File: config.mk
export PLATFORM = sky130hd
export DESIGN_NAME = sync_framed_packet_deframer_crc32
export DESIGN_NICKNAME = d
export VERILOG_FILES = /design/src/dfr_pkg.sv /design/src/dfr_crc_serial.sv /design/src/dfr_payload_mem.sv /design/src/sync_framed_packet_deframer_crc32.sv
export SDC_FILE = /design/constraint.sdc
export NUM_CORES = 1
export LEC_CHECK = 0
export BUFFER_PORTS_ARGS = -buffer_cell sky130_fd_sc_hd__buf_4
export CORE_MARGIN = 4
export CORE_UTILIZATION = 55
export DETAILED_ROUTE_END_ITERATION = 8
export PLACE_DENSITY = 0.73
export SLEW_MARGIN = 20
export SYNTH_ARGS = -nofsm -noshare
export SYNTH_HDL_FRONTEND = slang
export SYNTH_SLANG_ARGS = --single-unit
File: constraint.sdc
create_clock -name aclk -period 3.53 [get_ports aclk]
set_clock_uncertainty 0.1 [all_clocks]
set_input_delay 0.353 -clock aclk [delete_from_list [all_inputs] [get_ports aclk]]
set_output_delay 0.353 -clock aclk [all_outputs]
set_load 0.02 [all_outputs]
File: src/dfr_pkg.sv
package dfr_pkg;

    localparam logic [7:0]  SYNC_FIRST  = 8'hAA;
    localparam logic [7:0]  SYNC_SECOND = 8'h55;
    localparam logic [31:0] CRC_POLY    = 32'h04C1_1DB7;
    localparam logic [31:0] CRC_INIT    = 32'hFFFF_FFFF;
    localparam logic [2:0]  SIZE_REGS   = 3'd4;

    // Register indexes on the configuration port.
    localparam logic [2:0] REG_TYPE_LIMIT  = 3'd0;
    localparam logic [2:0] REG_SIZE_ONE    = 3'd1;
    localparam logic [2:0] REG_SIZE_TWO    = 3'd2;
    localparam logic [2:0] REG_SIZE_THREE  = 3'd3;
    localparam logic [2:0] REG_SIZE_FOUR   = 3'd4;

    // Command into the serial CRC unit.
    typedef struct packed {
        logic       init;
        logic       load;
        logic [7:0] data;
    } crc_cmd_t;

endpackage

File: src/dfr_crc_serial.sv
module dfr_crc_serial
    import dfr_pkg::*;
(
    input  logic        aclk,
    input  logic        aresetn,
    input  crc_cmd_t    cmd,
    output logic        busy,
    output logic [31:0] crc
);

    logic [31:0] crc_reg, crc_next;
    logic [7:0]  data_reg, data_next;
    logic [2:0]  bit_reg, bit_next;
    logic        busy_reg, busy_next;
    logic        fb;

    // One message bit per cycle, most significant bit first.
    always_comb begin
        crc_next  = crc_reg;
        data_next = data_reg;
        bit_next  = bit_reg;
        busy_next = busy_reg;
        fb        = crc_reg[31] ^ data_reg[7];
        if (cmd.load) begin
            if (cmd.init) begin
                crc_next = CRC_INIT;
            end
            data_next = cmd.data;
            bit_next  = 3'd0;
            busy_next = 1'b1;
        end else if (busy_reg) begin
            crc_next  = {crc_reg[30:0], 1'b0} ^ (fb ? CRC_POLY : 32'd0);
            data_next = {data_reg[6:0], 1'b0};
            bit_next  = bit_reg + 3'd1;
            if (bit_reg == 3'd7) begin
                busy_next = 1'b0;
            end
        end
    end

    always_ff @(posedge aclk) begin
        if (!aresetn) begin
            crc_reg  <= CRC_INIT;
            bit_reg  <= 3'd0;
            busy_reg <= 1'b0;
        end else begin
            crc_reg  <= crc_next;
            bit_reg  <= bit_next;
            busy_reg <= busy_next;
        end
        data_reg <= data_next;
    end

    assign busy = busy_reg;
    assign crc  = crc_reg;

endmodule

File: src/dfr_payload_mem.sv
module dfr_payload_mem #(
    parameter int DEPTH = 17,
    parameter int AW    = 5
) (
    input  logic          aclk,
    input  logic          wr_en,
    input  logic [AW-1:0] wr_addr,
    input  logic [7:0]    wr_data,
    input  logic          rd_en,
    input  logic [AW-1:0] rd_addr,
    output logic [7:0]    rd_data
);

    logic [7:0] mem [DEPTH];
    logic [7:0] rd_data_reg;

    always_ff @(posedge aclk) begin
        if (wr_en) begin
            mem[wr_addr] <= wr_data;
        end
        if (rd_en) begin
            rd_data_reg <= mem[rd_addr];
        end
    end

    assign rd_data = rd_data_reg;

endmodule

File: src/sync_framed_packet_deframer_crc32.sv
// Channel     Direction  Handshake          Payload
// s_ (input)  in         s_valid / s_ready  s_rx_byte
// m_ (result) out        m_valid / m_ready  m_kind, m_payload_byte, m_byte_index, m_last
// config      in/out     APB (psel/penable) paddr, pwdata, prdata
//
// Sync bytes and check bytes are taken whenever offered. The bit-serial CRC unit
// works through each byte bit by bit, so a valid type byte and its three zero
// bytes hold off the first payload byte, and each payload or pad byte waits for
// it. A passing packet is read out of the payload memory byte by byte, through
// ST_EMIT_RD and ST_EMIT_LD; a stall on m_ready holds it up. Reset is synchronous,
// active low on aresetn. A result held in the output register does not stop intake.
module sync_framed_packet_deframer_crc32
    import dfr_pkg::*;
#(
    parameter int MAX_PAYLOAD = 17,
    parameter int TYPE_SLOTS  = 4
) (
    input  logic        aclk,
    input  logic        aresetn,
    // Input channel
    input  logic        s_valid,
    output logic        s_ready,
    input  logic [7:0]  s_rx_byte,
    // Result channel
    output logic        m_valid,
    input  logic        m_ready,
    output logic [2:0]  m_kind,
    output logic [7:0]  m_payload_byte,
    output logic [4:0]  m_byte_index,
    output logic        m_last,
    // Configuration port
    input  logic        psel,
    input  logic        penable,
    input  logic        pwrite,
    input  logic [4:0]  paddr,
    input  logic [31:0] pwdata,
    output logic [31:0] prdata,
    output logic        pready
);

    // Counter width holds MAX_PAYLOAD itself, and at least two bits so
    // that the word alignment of the payload can be read from it.
    localparam int CW_RAW = $clog2(MAX_PAYLOAD + 1);
    localparam int CNT_W  = (CW_RAW < 2) ? 2 : CW_RAW;
    localparam int AW     = (MAX_PAYLOAD > 1) ? $clog2(MAX_PAYLOAD) : 1;

    localparam logic [3:0] ST_HUNT0   = 4'd0;
    localparam logic [3:0] ST_HUNT1   = 4'd1;
    localparam logic [3:0] ST_TYPE    = 4'd2;
    localparam logic [3:0] ST_TPAD    = 4'd3;
    localparam logic [3:0] ST_PAYLOAD = 4'd4;
    localparam logic [3:0] ST_PPAD    = 4'd5;
    localparam logic [3:0] ST_CHECK   = 4'd6;
    localparam logic [3:0] ST_EMIT_RD = 4'd7;
    localparam logic [3:0] ST_EMIT_LD = 4'd8;

    // Configuration registers.
    logic [2:0] type_limit_reg;
    logic [4:0] size_reg [4];

    logic [3:0]       state_reg, state_next;
    logic [2:0]       kind_reg, kind_next;
    logic [CNT_W-1:0] size_exp_reg, size_exp_next;
    logic [CNT_W-1:0] cnt_reg, cnt_next;
    logic [1:0]       pad_reg, pad_next;
    logic [31:0]      recv_reg, recv_next;

    logic [CNT_W-1:0] cnt_plus;
    logic [4:0]       size_sel;
    logic [6:0]       size_clamp;
    logic             type_ok;
    logic             s_fire;

    crc_cmd_t    crc_cmd;
    logic        crc_busy;
    logic [31:0] crc_value;

    logic        mem_wr;
    logic        mem_rd;
    logic [7:0]  mem_rdata;

    logic        m_valid_reg;
    logic [2:0]  m_kind_reg;
    logic [7:0]  m_payload_reg;
    logic [4:0]  m_index_reg;
    logic        m_last_reg;
    logic        emit_last;

    // APB: always ready; writes land on the access phase.
    assign pready = 1'b1;

    always_ff @(posedge aclk) begin
        if (!aresetn) begin
            type_limit_reg <= 3'd5;
            for (int i = 0; i < 4; i++) begin
                size_reg[i] <= 5'd17;
            end
        end else if (psel && penable && pwrite) begin
            unique case (paddr[4:2])
                REG_TYPE_LIMIT: type_limit_reg <= pwdata[2:0];
                REG_SIZE_ONE:   size_reg[0]    <= pwdata[4:0];
                REG_SIZE_TWO:   size_reg[1]    <= pwdata[4:0];
                REG_SIZE_THREE: size_reg[2]    <= pwdata[4:0];
                REG_SIZE_FOUR:  size_reg[3]    <= pwdata[4:0];
                default: ;
            endcase
        end
    end

    always_comb begin
        unique case (paddr[4:2])
            REG_TYPE_LIMIT: prdata = {29'd0, type_limit_reg};
            REG_SIZE_ONE:   prdata = {27'd0, size_reg[0]};
            REG_SIZE_TWO:   prdata = {27'd0, size_reg[1]};
            REG_SIZE_THREE: prdata = {27'd0, size_reg[2]};
            REG_SIZE_FOUR:  prdata = {27'd0, size_reg[3]};
            default:        prdata = 32'd0;
        endcase
    end

    // Intake is open in every framing phase except while the CRC unit is
    // still chewing on the previous payload byte. Pad phases and readout
    // take no requests.
    always_comb begin
        unique case (state_reg)
            ST_HUNT0, ST_HUNT1, ST_TYPE, ST_CHECK: s_ready = 1'b1;
            ST_PAYLOAD:                            s_ready = !crc_busy;
            default:                               s_ready = 1'b0;
        endcase
    end

    assign s_fire = s_valid && s_ready;

    // A type is valid when it is nonzero, below the programmed limit and
    // inside both the slot count and the four size registers.
    assign type_ok = (s_rx_byte != 8'd0)
                  && (s_rx_byte < {5'd0, type_limit_reg})
                  && (s_rx_byte <= 8'(TYPE_SLOTS))
                  && (s_rx_byte <= {5'd0, SIZE_REGS});

    always_comb begin
        unique case (s_rx_byte[1:0])
            2'd1:    size_sel = size_reg[0];
            2'd2:    size_sel = size_reg[1];
            2'd3:    size_sel = size_reg[2];
            default: size_sel = size_reg[3];
        endcase
        // A size of zero counts as one; anything above the store is capped.
        if (size_sel == 5'd0) begin
            size_clamp = 7'd1;
        end else if ({2'd0, size_sel} > 7'(MAX_PAYLOAD)) begin
            size_clamp = 7'(MAX_PAYLOAD);
        end else begin
            size_clamp = {2'd0, size_sel};
        end
    end

    assign cnt_plus  = cnt_reg + CNT_W'(1);
    assign emit_last = (cnt_plus == size_exp_reg);

    always_comb begin
        state_next    = state_reg;
        kind_next     = kind_reg;
        size_exp_next = size_exp_reg;
        cnt_next      = cnt_reg;
        pad_next      = pad_reg;
        recv_next     = recv_reg;
        crc_cmd       = '0;
        mem_wr        = 1'b0;
        mem_rd        = 1'b0;
        unique case (state_reg)
            ST_HUNT0: begin
                if (s_fire && s_rx_byte == SYNC_FIRST) begin
                    state_next = ST_HUNT1;
                end
            end
            ST_HUNT1: begin
                if (s_fire) begin
                    if (s_rx_byte == SYNC_SECOND) begin
                        state_next = ST_TYPE;
                    end else if (s_rx_byte != SYNC_FIRST) begin
                        state_next = ST_HUNT0;
                    end
                end
            end
            ST_TYPE: begin
                if (s_fire) begin
                    if (type_ok) begin
                        kind_next     = s_rx_byte[2:0];
                        size_exp_next = CNT_W'(size_clamp);
                        cnt_next      = '0;
                        pad_next      = 2'd3;
                        crc_cmd.init  = 1'b1;
                        crc_cmd.load  = 1'b1;
                        crc_cmd.data  = s_rx_byte;
                        state_next    = ST_TPAD;
                    end else begin
                        state_next = ST_HUNT0;
                    end
                end
            end
            ST_TPAD, ST_PPAD: begin
                // Feed zero bytes until the pad count runs out.
                if (!crc_busy) begin
                    if (pad_reg != 2'd0) begin
                        crc_cmd.load = 1'b1;
                        crc_cmd.data = 8'd0;
                        pad_next     = pad_reg - 2'd1;
                    end else if (state_reg == ST_TPAD) begin
                        state_next = ST_PAYLOAD;
                    end else begin
                        state_next = ST_CHECK;
                    end
                end
            end
            ST_PAYLOAD: begin
                if (s_fire) begin
                    mem_wr       = 1'b1;
                    crc_cmd.load = 1'b1;
                    crc_cmd.data = s_rx_byte;
                    cnt_next     = cnt_plus;
                    if (cnt_plus >= size_exp_reg) begin
                        // Pad the payload to a whole number of words.
                        pad_next   = 2'(3'd4 - {1'b0, cnt_plus[1:0]});
                        cnt_next   = '0;
                        recv_next  = 32'd0;
                        state_next = ST_PPAD;
                    end
                end
            end
            ST_CHECK: begin
                if (s_fire) begin
                    recv_next = {s_rx_byte, recv_reg[31:8]};
                    cnt_next  = cnt_plus;
                    if (cnt_reg[1:0] == 2'd3) begin
                        cnt_next = '0;
                        if (recv_next == crc_value) begin
                            state_next = ST_EMIT_RD;
                        end else begin
                            state_next = ST_HUNT0;
                        end
                    end
                end
            end
            ST_EMIT_RD: begin
                // Wait for the output register to drain before reading on.
                if (!m_valid_reg) begin
                    mem_rd     = 1'b1;
                    state_next = ST_EMIT_LD;
                end
            end
            ST_EMIT_LD: begin
                if (emit_last) begin
                    cnt_next   = '0;
                    state_next = ST_HUNT0;
                end else begin
                    cnt_next   = cnt_plus;
                    state_next = ST_EMIT_RD;
                end
            end
            default: begin
                state_next = ST_HUNT0;
            end
        endcase
    end

    always_ff @(posedge aclk) begin
        if (!aresetn) begin
            state_reg    <= ST_HUNT0;
            kind_reg     <= 3'd0;
            size_exp_reg <= '0;
            cnt_reg      <= '0;
            pad_reg      <= 2'd0;
            recv_reg     <= 32'd0;
        end else begin
            state_reg    <= state_next;
            kind_reg     <= kind_next;
            size_exp_reg <= size_exp_next;
            cnt_reg      <= cnt_next;
            pad_reg      <= pad_next;
            recv_reg     <= recv_next;
        end
    end

    // The output register is loaded in the cycle after the memory read and
    // holds its result until the consumer takes it.
    always_ff @(posedge aclk) begin
        if (!aresetn) begin
            m_valid_reg <= 1'b0;
        end else if (state_reg == ST_EMIT_LD) begin
            m_valid_reg <= 1'b1;
        end else if (m_ready) begin
            m_valid_reg <= 1'b0;
        end
        if (state_reg == ST_EMIT_LD) begin
            m_kind_reg    <= kind_reg;
            m_payload_reg <= mem_rdata;
            m_index_reg   <= 5'(cnt_reg);
            m_last_reg    <= emit_last;
        end
    end

    assign m_valid        = m_valid_reg;
    assign m_kind         = m_kind_reg;
    assign m_payload_byte = m_payload_reg;
    assign m_byte_index   = m_index_reg;
    assign m_last         = m_last_reg;

    dfr_crc_serial u_crc (
        .aclk    (aclk),
        .aresetn (aresetn),
        .cmd     (crc_cmd),
        .busy    (crc_busy),
        .crc     (crc_value)
    );

    dfr_payload_mem #(
        .DEPTH (MAX_PAYLOAD),
        .AW    (AW)
    ) u_mem (
        .aclk    (aclk),
        .wr_en   (mem_wr),
        .wr_addr (cnt_reg[AW-1:0]),
        .wr_data (s_rx_byte),
        .rd_en   (mem_rd),
        .rd_addr (cnt_reg[AW-1:0]),
        .rd_data (mem_rdata)
    );

endmodule
; After elaboration in Yosys (flattened, before gate mapping)
; Memories as Yosys holds them, arrays and structs flattened. A register that Yosys moved wholly into a read port is not among the register bits.
; Index checks and enable logic that the tools add are counted.
; W data, S select, Z words.
[totals]
regBits = 116
mem_bits_rw = 156
inputBits = 52
out_inout_bits = 52
word_cells = 183
mem_count = 2
[memory_table]
columns = name, depth, word_bits, rd, rd_ports_with_merged_regs, write_ports, line_no
row1 = u_mem.mem, 17, 8, 1, 1, 1, dfr_payload_mem.sv:14  ; logic [7:0] mem [DEPTH];
row2 = size_reg, 4, 5, 4, 0, 4, sync_framed_packet_deframer_crc32.sv:59  ; logic [4:0] size_reg [4];
[op_classes]
addsub = 4
magnitude_cmp = 4
eq_ne = 36
n_mux = 86
n_bitwise = 7
reduce_logical = 28
[ops]
columns = operator, n
row1 = $mux W32, 6
row2 = $mux W5, 13
row3 = $pmux W32 S2, 1
row4 = $mux W4, 12
row5 = $eq A32 B32 Y1, 1
row6 = $pmux W4 S8, 1
row7 = $xor A32 B32 Y32, 1
row8 = $mux W1, 29
row9 = $mux W27, 1
row10 = $mux W9, 3
row11 = $pmux W9 S3, 1
row12 = $pmux W5 S5, 1
row13 = $ne A2 B2 Y1 const B, 12
row14 = $mux W10, 2
row15 = $pmux W5 S4, 1
row16 = $eq A4 B3 Y1 const B, 4
row17 = $mux W2, 8
row18 = $mux W8, 2
row19 = $pmux W5 S3, 1
row20 = $reduce_and A11 Y1, 1
row21 = $eq A4 B2 Y1 const B, 2
row22 = $eq A8 B7 Y1 const B, 1
row23 = $eq A8 B8 Y1 const B, 1
row24 = $le A8 B3 Y1 const B, 1
row25 = other kinds (40), 59

; Depth between registers and ports, before layout
; Gate-level depths: netlist of the first run.
[depth]
word_depth = 9
depth_mapped = 13
mapped_depth_nobuf = 11

; Hierarchy
; Synthesis of the first run repeated with hierarchy kept, for this count alone.
[unflattened]
cells_unflattened = 889
hier_area_um2 = 12040.3
[by_module_without_submodules]
columns = mod, instances, cells_each, area_per_inst_um2, seq_area_each_um2
row1 = dfr_payload_mem, 1, 254, 5639.2, 4324.1
row2 = sync_framed_packet_deframer_crc32, 1, 508, 4760.8, 2052.0
row3 = dfr_crc_serial, 1, 127, 1640.3, 960.9

; Worst setup path after synthesis of the first run
; No wires, ideal clock.
[synth_timing]
path_type = register to register
start = reg cnt_reg[1]
end = reg recv_reg[11]
setup_ps = 128
arrival_time_ps = 2843
required_time_ps = 3302
path_slack_ps = 460
stages_incl_launch_ff = 14
path_buffers = 4
synth_period_minus_slack_ps = 3070
cell_sequence = dfxtp_1 clkbuf_1 buf_1 inv_1 ha_1 ha_1 nor2b_1 o21ai_0 nand3_1 o2111a_1 buf_2 buf_4 mux2i_1 nor2_1
[synth_via]
elab_chain_len = 4
[synth_lines]
columns = element, line_no
row1 = from (decl), sync_framed_packet_deframer_crc32.sv:64  ; logic [CNT_W-1:0] cnt_reg, cnt_next;
row2 = from (signal assigned), sync_framed_packet_deframer_crc32.sv:279  ; cnt_reg <= cnt_next;
row3 = $add A5 B1 Y5, sync_framed_packet_deframer_crc32.sv:158  ; assign cnt_plus = cnt_reg + CNT_W'(1);
row4 = $ge A5 B5 Y1, sync_framed_packet_deframer_crc32.sv:222  ; if (cnt_plus >= size_exp_reg) begin
row5 = $ne A2 B2 Y1 (no source line), --
row6 = $reduce_and A4 Y1 (no source line), --
row7 = to (signal assigned), sync_framed_packet_deframer_crc32.sv:281  ; recv_reg <= recv_next;
row8 = to (decl), sync_framed_packet_deframer_crc32.sv:66  ; logic [31:0] recv_reg, recv_next;
; No other way between the ends.
; A chain may end at the register's enable or synchronous reset.

; Worst setup path in the final report of the first run
[layout_timing]
start = reg cnt_reg[0]
end = reg recv_reg[15]
; The elaborated chain is that of the path after synthesis.

==> results.md, run 1 <==
* Top Family by Delay on Critical Path: adder cells
* Required time of the critical path at 3850 ps
* Nets@finish at 1049
* Synth cell types at 61
* Total Die Area at 0.02439 mm^2
* GRT overflow at 0
* TritonCTS clock tree: done
* Area Overhead vs Synth at 13.49%
* Worst IR drop on VDD at 0.3506 mV
* Clock slew at reported path FFs at 60 ps
* Number of global-route vias before repair at 7352
* Routed len/inst at 19.92 um
* Hold crit path type: input pin to flop
* Synth Flop Type: edfxtp_1
* Post-route minimum period at 2960 ps
* CTS sink count at 272
* WP data arrival at 3280 ps
* Ys Warns at 0
* DR iter-0 viols at 559
* Largest net degree at the start of global routing at 33
* MaxCap Viol Count at 0
* Post-synth EDFFs at 189
* Port Buffers at 46
* Synth Cell Area at 0.01208 mm^2
* Mean Syn Cell Area at 13.21 um^2
* Initial antenna violation count at 0
* Post-DR vias/cell at 5.804
* Crit start category: flop
* F_max at 337.9 MHz
* Crit path cell chain: buf_4 > inv_1 > ha_1 > ha_1 > nor2b_1 > o21ai_0 > nand3_1 > o2111a_1 > buf_4 > mux2i_1 > nor2_1
* Worst-Margin Slew at 1003 ps
* Area occupied by multi-input gates at 0.004285 mm^2
* CTS buffer count at 29
* Total Routing Usage GR at 20.66%
* Max-slew violation count at 0
* Final setup violating endpoints at 0
* Unrepaired setup endpoints after global routing: no
* Largest stage delay, worst path at 360 ps
* Clock Latency Late Sink at 540 ps
* Seq. cell area at 0.007338 mm^2
* Post-synthesis async set-or-reset flop share at 0%
* Dpl cell area at 0.01268 mm^2
* Share of cells above drive strength 1 at 17.71%
* Worst-case clock buffer depth at 3
* Hold Violations, Final at 0
* CP max FO at 24
* Worst Path Buf+Inv at 3
* First-pass GRT wire length at 40.00 mm
* Crit path capture type: flop
* Max reg flops at 136
* DIE WIDTH at 156.2 um
* Setup TNS at 0 ps
* Row count at 53
* Die height at 156.2 um
* Hold_ws at 20.85 ps
* TritonRoute pass-1 iters at 5
* Fin crit share at 83.85%
* Via count at 7429
* Design Area, Final at 0.01370 mm^2
* Ports at 104
* N_diodes at 0
* Outcome: finished clean
* Post CTS Setup Buffer Count at 0
* Relative slew margins at 32.57%
* Root Buffer: clkbuf_16
* Pwr dens at 487.6 mW/mm^2
* Mapped Cells at 914
* DP HPWL at 16.47 mm
* Kind of critical path: flop to flop
* Register area share after synthesis at 60.76%
* Initial core utilization at 56.73%
* Routed wire length at 25.50 mm
* P_leak at 4.734 nW
* Seq cells post-synth at 272
* Drc violations at 0
* Antenna viol nets, final at 0
* CP max-delay cell: ha_1
* Htree depth at 1
* Fillers at 1600
* RD Place Congestion at 0.9112
* Core Box Area at 0.02129 mm^2
## placed cells by master (no fill, tap or decap), drive strengths merged, types with 9 or more instances in the layout
cell,n
mux4,37
nand2,50
xnor2,9
o22a,32
ha,15
inv,23
a31oi,10
conb,28
or3,9
clkbuf,36
nor2b,18
buf,84
nand3,11
and2,15
nand2b,14
and3,30
o21ai,28
clkinv,13
mux2i,43
edfxtp,189
xor2,43
a21oi,29
dfxtp,83
nor4,10
nor2,71
## worst register-to-register path, cell delays in order (launching register included)
cell and delay (ps):
dfxtp_2 330, buf_4 260, inv_1 120, ha_1 360, ha_1 300, nor2b_1 130
o21ai_0 190, nand3_1 210, o2111a_1 290, buf_4 260, mux2i_1 230, nor2_1 60
## cells in the mapped netlist, types with 3 or more instances
| master | instances | area [um^2] |
|---|---|---|
| o21ai_0 | 23 | 115.1 |
| nor4_1 | 10 | 62.56 |
| o21ai_1 | 5 | 25.02 |
| buf_1 | 6 | 22.52 |
| o211ai_1 | 5 | 37.54 |
| nand2b_1 | 14 | 87.58 |
| o21a_1 | 3 | 22.52 |
| dfxtp_1 | 83 | 1662 |
| buf_2 | 9 | 45.04 |
| nand4_1 | 4 | 25.02 |
| nor2b_1 | 18 | 112.6 |
| a31oi_1 | 10 | 62.56 |
| nor2_1 | 70 | 262.8 |
| buf_6 | 7 | 78.83 |
| or3_1 | 9 | 56.30 |
| inv_1 | 21 | 78.83 |
| o22ai_1 | 3 | 18.77 |
| xor2_1 | 43 | 376.6 |
| o31ai_1 | 4 | 30.03 |
| mux4_2 | 37 | 833.3 |
| edfxtp_1 | 189 | 5675 |
| buf_4 | 30 | 225.2 |
| nor3_1 | 7 | 35.03 |
| xnor2_1 | 9 | 78.83 |
| nand3_1 | 9 | 45.04 |
| o22a_1 | 32 | 280.3 |
| nand3b_1 | 7 | 52.55 |
| and2_1 | 15 | 93.84 |
| clkbuf_1 | 28 | 105.1 |
| nand2_1 | 50 | 187.7 |
| mux2i_1 | 43 | 430.4 |
| a21oi_1 | 29 | 145.1 |
| ha_1 | 15 | 187.7 |
| and3_1 | 30 | 187.7 |
## kinds of logic (layout without fill, tap and decap cells)
family,count (synthesis),count (layout),synth area share (%)
compound gates,132,132,7.409
xor+xnor,52,52,3.772
fa+ha+maj,15,15,1.554
buf+inv,101,166,4.601
flops,272,272,60.76
mux,82,82,10.65
other cells,2,28,0.06219
simple gates,258,258,11.19
## metal layers
metal  vias to the layer above  track usage, %  wire, um  part of all wire (%)
li1                       3487               -         -                     -
met1                      3688           29.04     11260                    44
met2                       217           34.39     12300                    48
met3                        37           3.079      1415                   5.5
met4                         0           5.000       518                   2.0
met5                         -               0         0                     0
## final timing paths
path	startpoint	to	slack, ps	depth (start not counted)
setup / recovery	cnt_reg[0]	recv_reg[15]	570	11
hold / removal	m_ready	m_valid	20	4
setup reg to reg	cnt_reg[0]	recv_reg[15]	570	11
hold reg to reg	u_mem.rd_data[5]	m_payload_byte[5]	320	0
## cell type report
type                            count  share of cell area, %
Multi-Input combinational cell    567                  31.27
Inverter                           21                 0.5752
Tap cell                          275                  2.511
Sequential cell                   272                  53.55
Timing Repair Buffer               91                  5.113
Clock buffer                       36                  5.633
Clock inverter                     18                  1.351
## per-stage QoR
step           power [mW]  setup slack, ps  std cells  util, %
6_report            6.682            570.2       1280    64.38
5_1_grt             6.888            355.8       1280    64.38
4_1_cts             6.727            573.3       1280    64.38
3_5_place_dp        3.733            583.4       1219    59.55
3_3_place_gp        3.728            629.4       1219    59.55
2_1_floorplan       3.654            459.8        940        -
## where the power goes
| group | internal, mW | switching (mW) |
|---|---|---|
| logic | 0.0746 | 0.166 |
| clock network | 1.78 | 1.23 |
| registers | 3.41 | 0.0165 |
## repair_timing
item,CTS,global route
endpoints found under the hold margin,11,0
hold buffers,7,0
gates resized for setup,0,0
Note: power is estimated with default switching activity, not from simulation.
==> inputs of run 2 (changes only) <==
CORE_UTILIZATION = 54   (was 55)
PLACE_DENSITY = 0.75   (was 0.73)
clock period = 2.43 ns   (was 3.53 ns; I/O delays follow)
==> results.md, run 2 (synthesis gave the netlist of run 1 again) <==
* Port Buffers at 46
* Required time of the critical path at 2740 ps
* Top Family by Delay on Critical Path: adder cells
* RD Place Congestion at 0.9079
* Ports at 104
* Crit path capture type: flop
* Failing checks: negative setup slack
* Reg2reg setup slack at -70 ps
* Routed wire length at 27.52 mm
* F_max at 400.7 MHz
* CTS sink count at 272
* Outcome: finished, violations left
* CP max FO at 6
* First-pass GRT wire length at 42.41 mm
* Total Die Area at 0.02482 mm^2
* CP max-delay cell: dfxtp_2
* Final setup violating endpoints at 24
* Commonest non-fill, non-tap cell in the layout: edfxtp_1
* DP HPWL at 17.25 mm
* Worst-Margin Slew at 875.3 ps
* Clock Latency Late Sink at 540 ps
* Core Box Area at 0.02189 mm^2
* Dpl cell area at 0.01300 mm^2
* Hold crit path type: input pin to flop
* Worst Path Buf+Inv at 3
* Worst IR drop on VDD at 0.5582 mV
* Clock slew at reported path FFs at 70 ps
* Root Buffer: clkbuf_16
* P_leak at 4.949 nW
* DIE WIDTH at 157.5 um
* CTS buffer count at 27
* DR iter-0 viols at 676
* Largest net degree at the start of global routing at 35
* Share of cells above drive strength 1 at 23.42%
* Tot Pwr at 9.531 mW
* Initial antenna violation count at 0
* Relative slew margins at 41.14%
* N_diodes at 0
* Final cell count without fillers at 1322
* Max-slew violation count at 0
* Max reg flops at 136
* Drc violations at 0
* Worst-case clock buffer depth at 3
* Post-DR vias/cell at 5.846
* Fin util at 65.09%
* Initial core utilization at 55.16%
* Crit path cell chain: ha_4 > inv_4 > ha_4 > inv_2 > ha_4 > and3_4 > nand3_2 > nand3_2 > o2111a_2 > clkbuf_16 > mux2i_1 > nor2_1
* Commonest cells after routing, fill and taps aside: edfxtp_1 (189), buf_4 (113), dfxtp_1 (79)
* Setup TNS at -846.2 ps
* Routed len/inst at 20.82 um
* Antenna viol nets, final at 0
* Area Overhead vs Synth at 18.00%
* Number of global-route vias before repair at 7579
* Largest stage delay, worst path at 360 ps
* Htree depth at 1
* Kind of critical path: flop to flop
* Hold_ws at 56.25 ps
* Dpl cells at 1254
* Die height at 157.5 um
* TritonCTS clock tree: done
* GRT overflow at 0
* TritonRoute pass-1 iters at 5
* Most common cell on crit path: ha_4
* Hold Violations, Final at 0
* Fin crit share at 102.7%
* Worst setup margin at -65.76 ps
* R2R depth at 12
* Total Routing Usage GR at 21.85%
* Hold Path Stages at 2
* Design Area, Final at 0.01425 mm^2
* Nets@finish at 1089
* Unrepaired setup endpoints after global routing: yes
* Pwr dens at 668.9 mW/mm^2
* Via count at 7729
* Crit start category: flop
* Post-route minimum period at 2496 ps
* Row count at 54
* MaxCap Viol Count at 0
* WP data arrival at 2810 ps
* Stages on the worst setup path at 12
* Setup WS pre-CTS at -102.7 ps
## run 2: changes by cell type in the layout (fill, tap and decap cells not counted), moves of 3 or more
cell,previous run,this run
buf_4,84,113
ha_1,15,10
ha_4,0,5
dlygate4sd3_1,7,11
nand3_1,9,5
clkinv_2,5,8
clkinv_4,4,1
dfxtp_1,82,79
inv_1,21,18
nand3_2,0,3
nand3_4,2,5
## run 2: area by class of cell
class	instances	area, um^2
Inverter	21	81.33
Tap cell	280	350.3
Fill cell	1565	7642
Sequential cell	272	7345
Clock inverter	17	161.4
Multi-Input combinational cell	569	4497
Clock buffer	32	725.7
Timing Repair Buffer	131	1089
## run 2: final timing paths
kind,from,end
max,cnt_reg[1],recv_reg[30]
max reg2reg,cnt_reg[1],recv_reg[30]
min,s_rx_byte[0],u_crc.data_reg[0]
min reg2reg,u_mem.rd_data[1],m_payload_byte[1]
## run 2: per-layer routing
| layer | vias to the layer above | GRT usage (%) | share of wire, % |
|---|---|---|---|
| li1 | 3568 | - | - |
| met1 | 3839 | 30.73 | 42 |
| met2 | 277 | 35.80 | 49 |
| met3 | 45 | 3.547 | 6.4 |
| met4 | 0 | 5.817 | 2.1 |
| met5 | - | 0 | 0 |
## run 2: report_power, final
part           switching (mW)  internal, mW
registers              0.0156          4.96
clock network            1.72          2.44
logic                   0.259         0.137
## run 2: worst register-to-register path: stages (launching register included)
cell,delay [ps]
dfxtp_2,360
ha_4,170
inv_4,50
ha_4,260
inv_2,40
ha_4,240
and3_4,190
nand3_2,80
nand3_2,100
o2111a_2,320
clkbuf_16,200
mux2i_1,210
nor2_1,50
## run 2: what timing repair did
action	CTS	global route
endpoints found under the setup margin	32	87
setup buffers	3	1
gates resized for setup	20	16
cloned	2	2
hold buffers	11	0
hold endpoints to repair	33	0
pin swaps	6	14
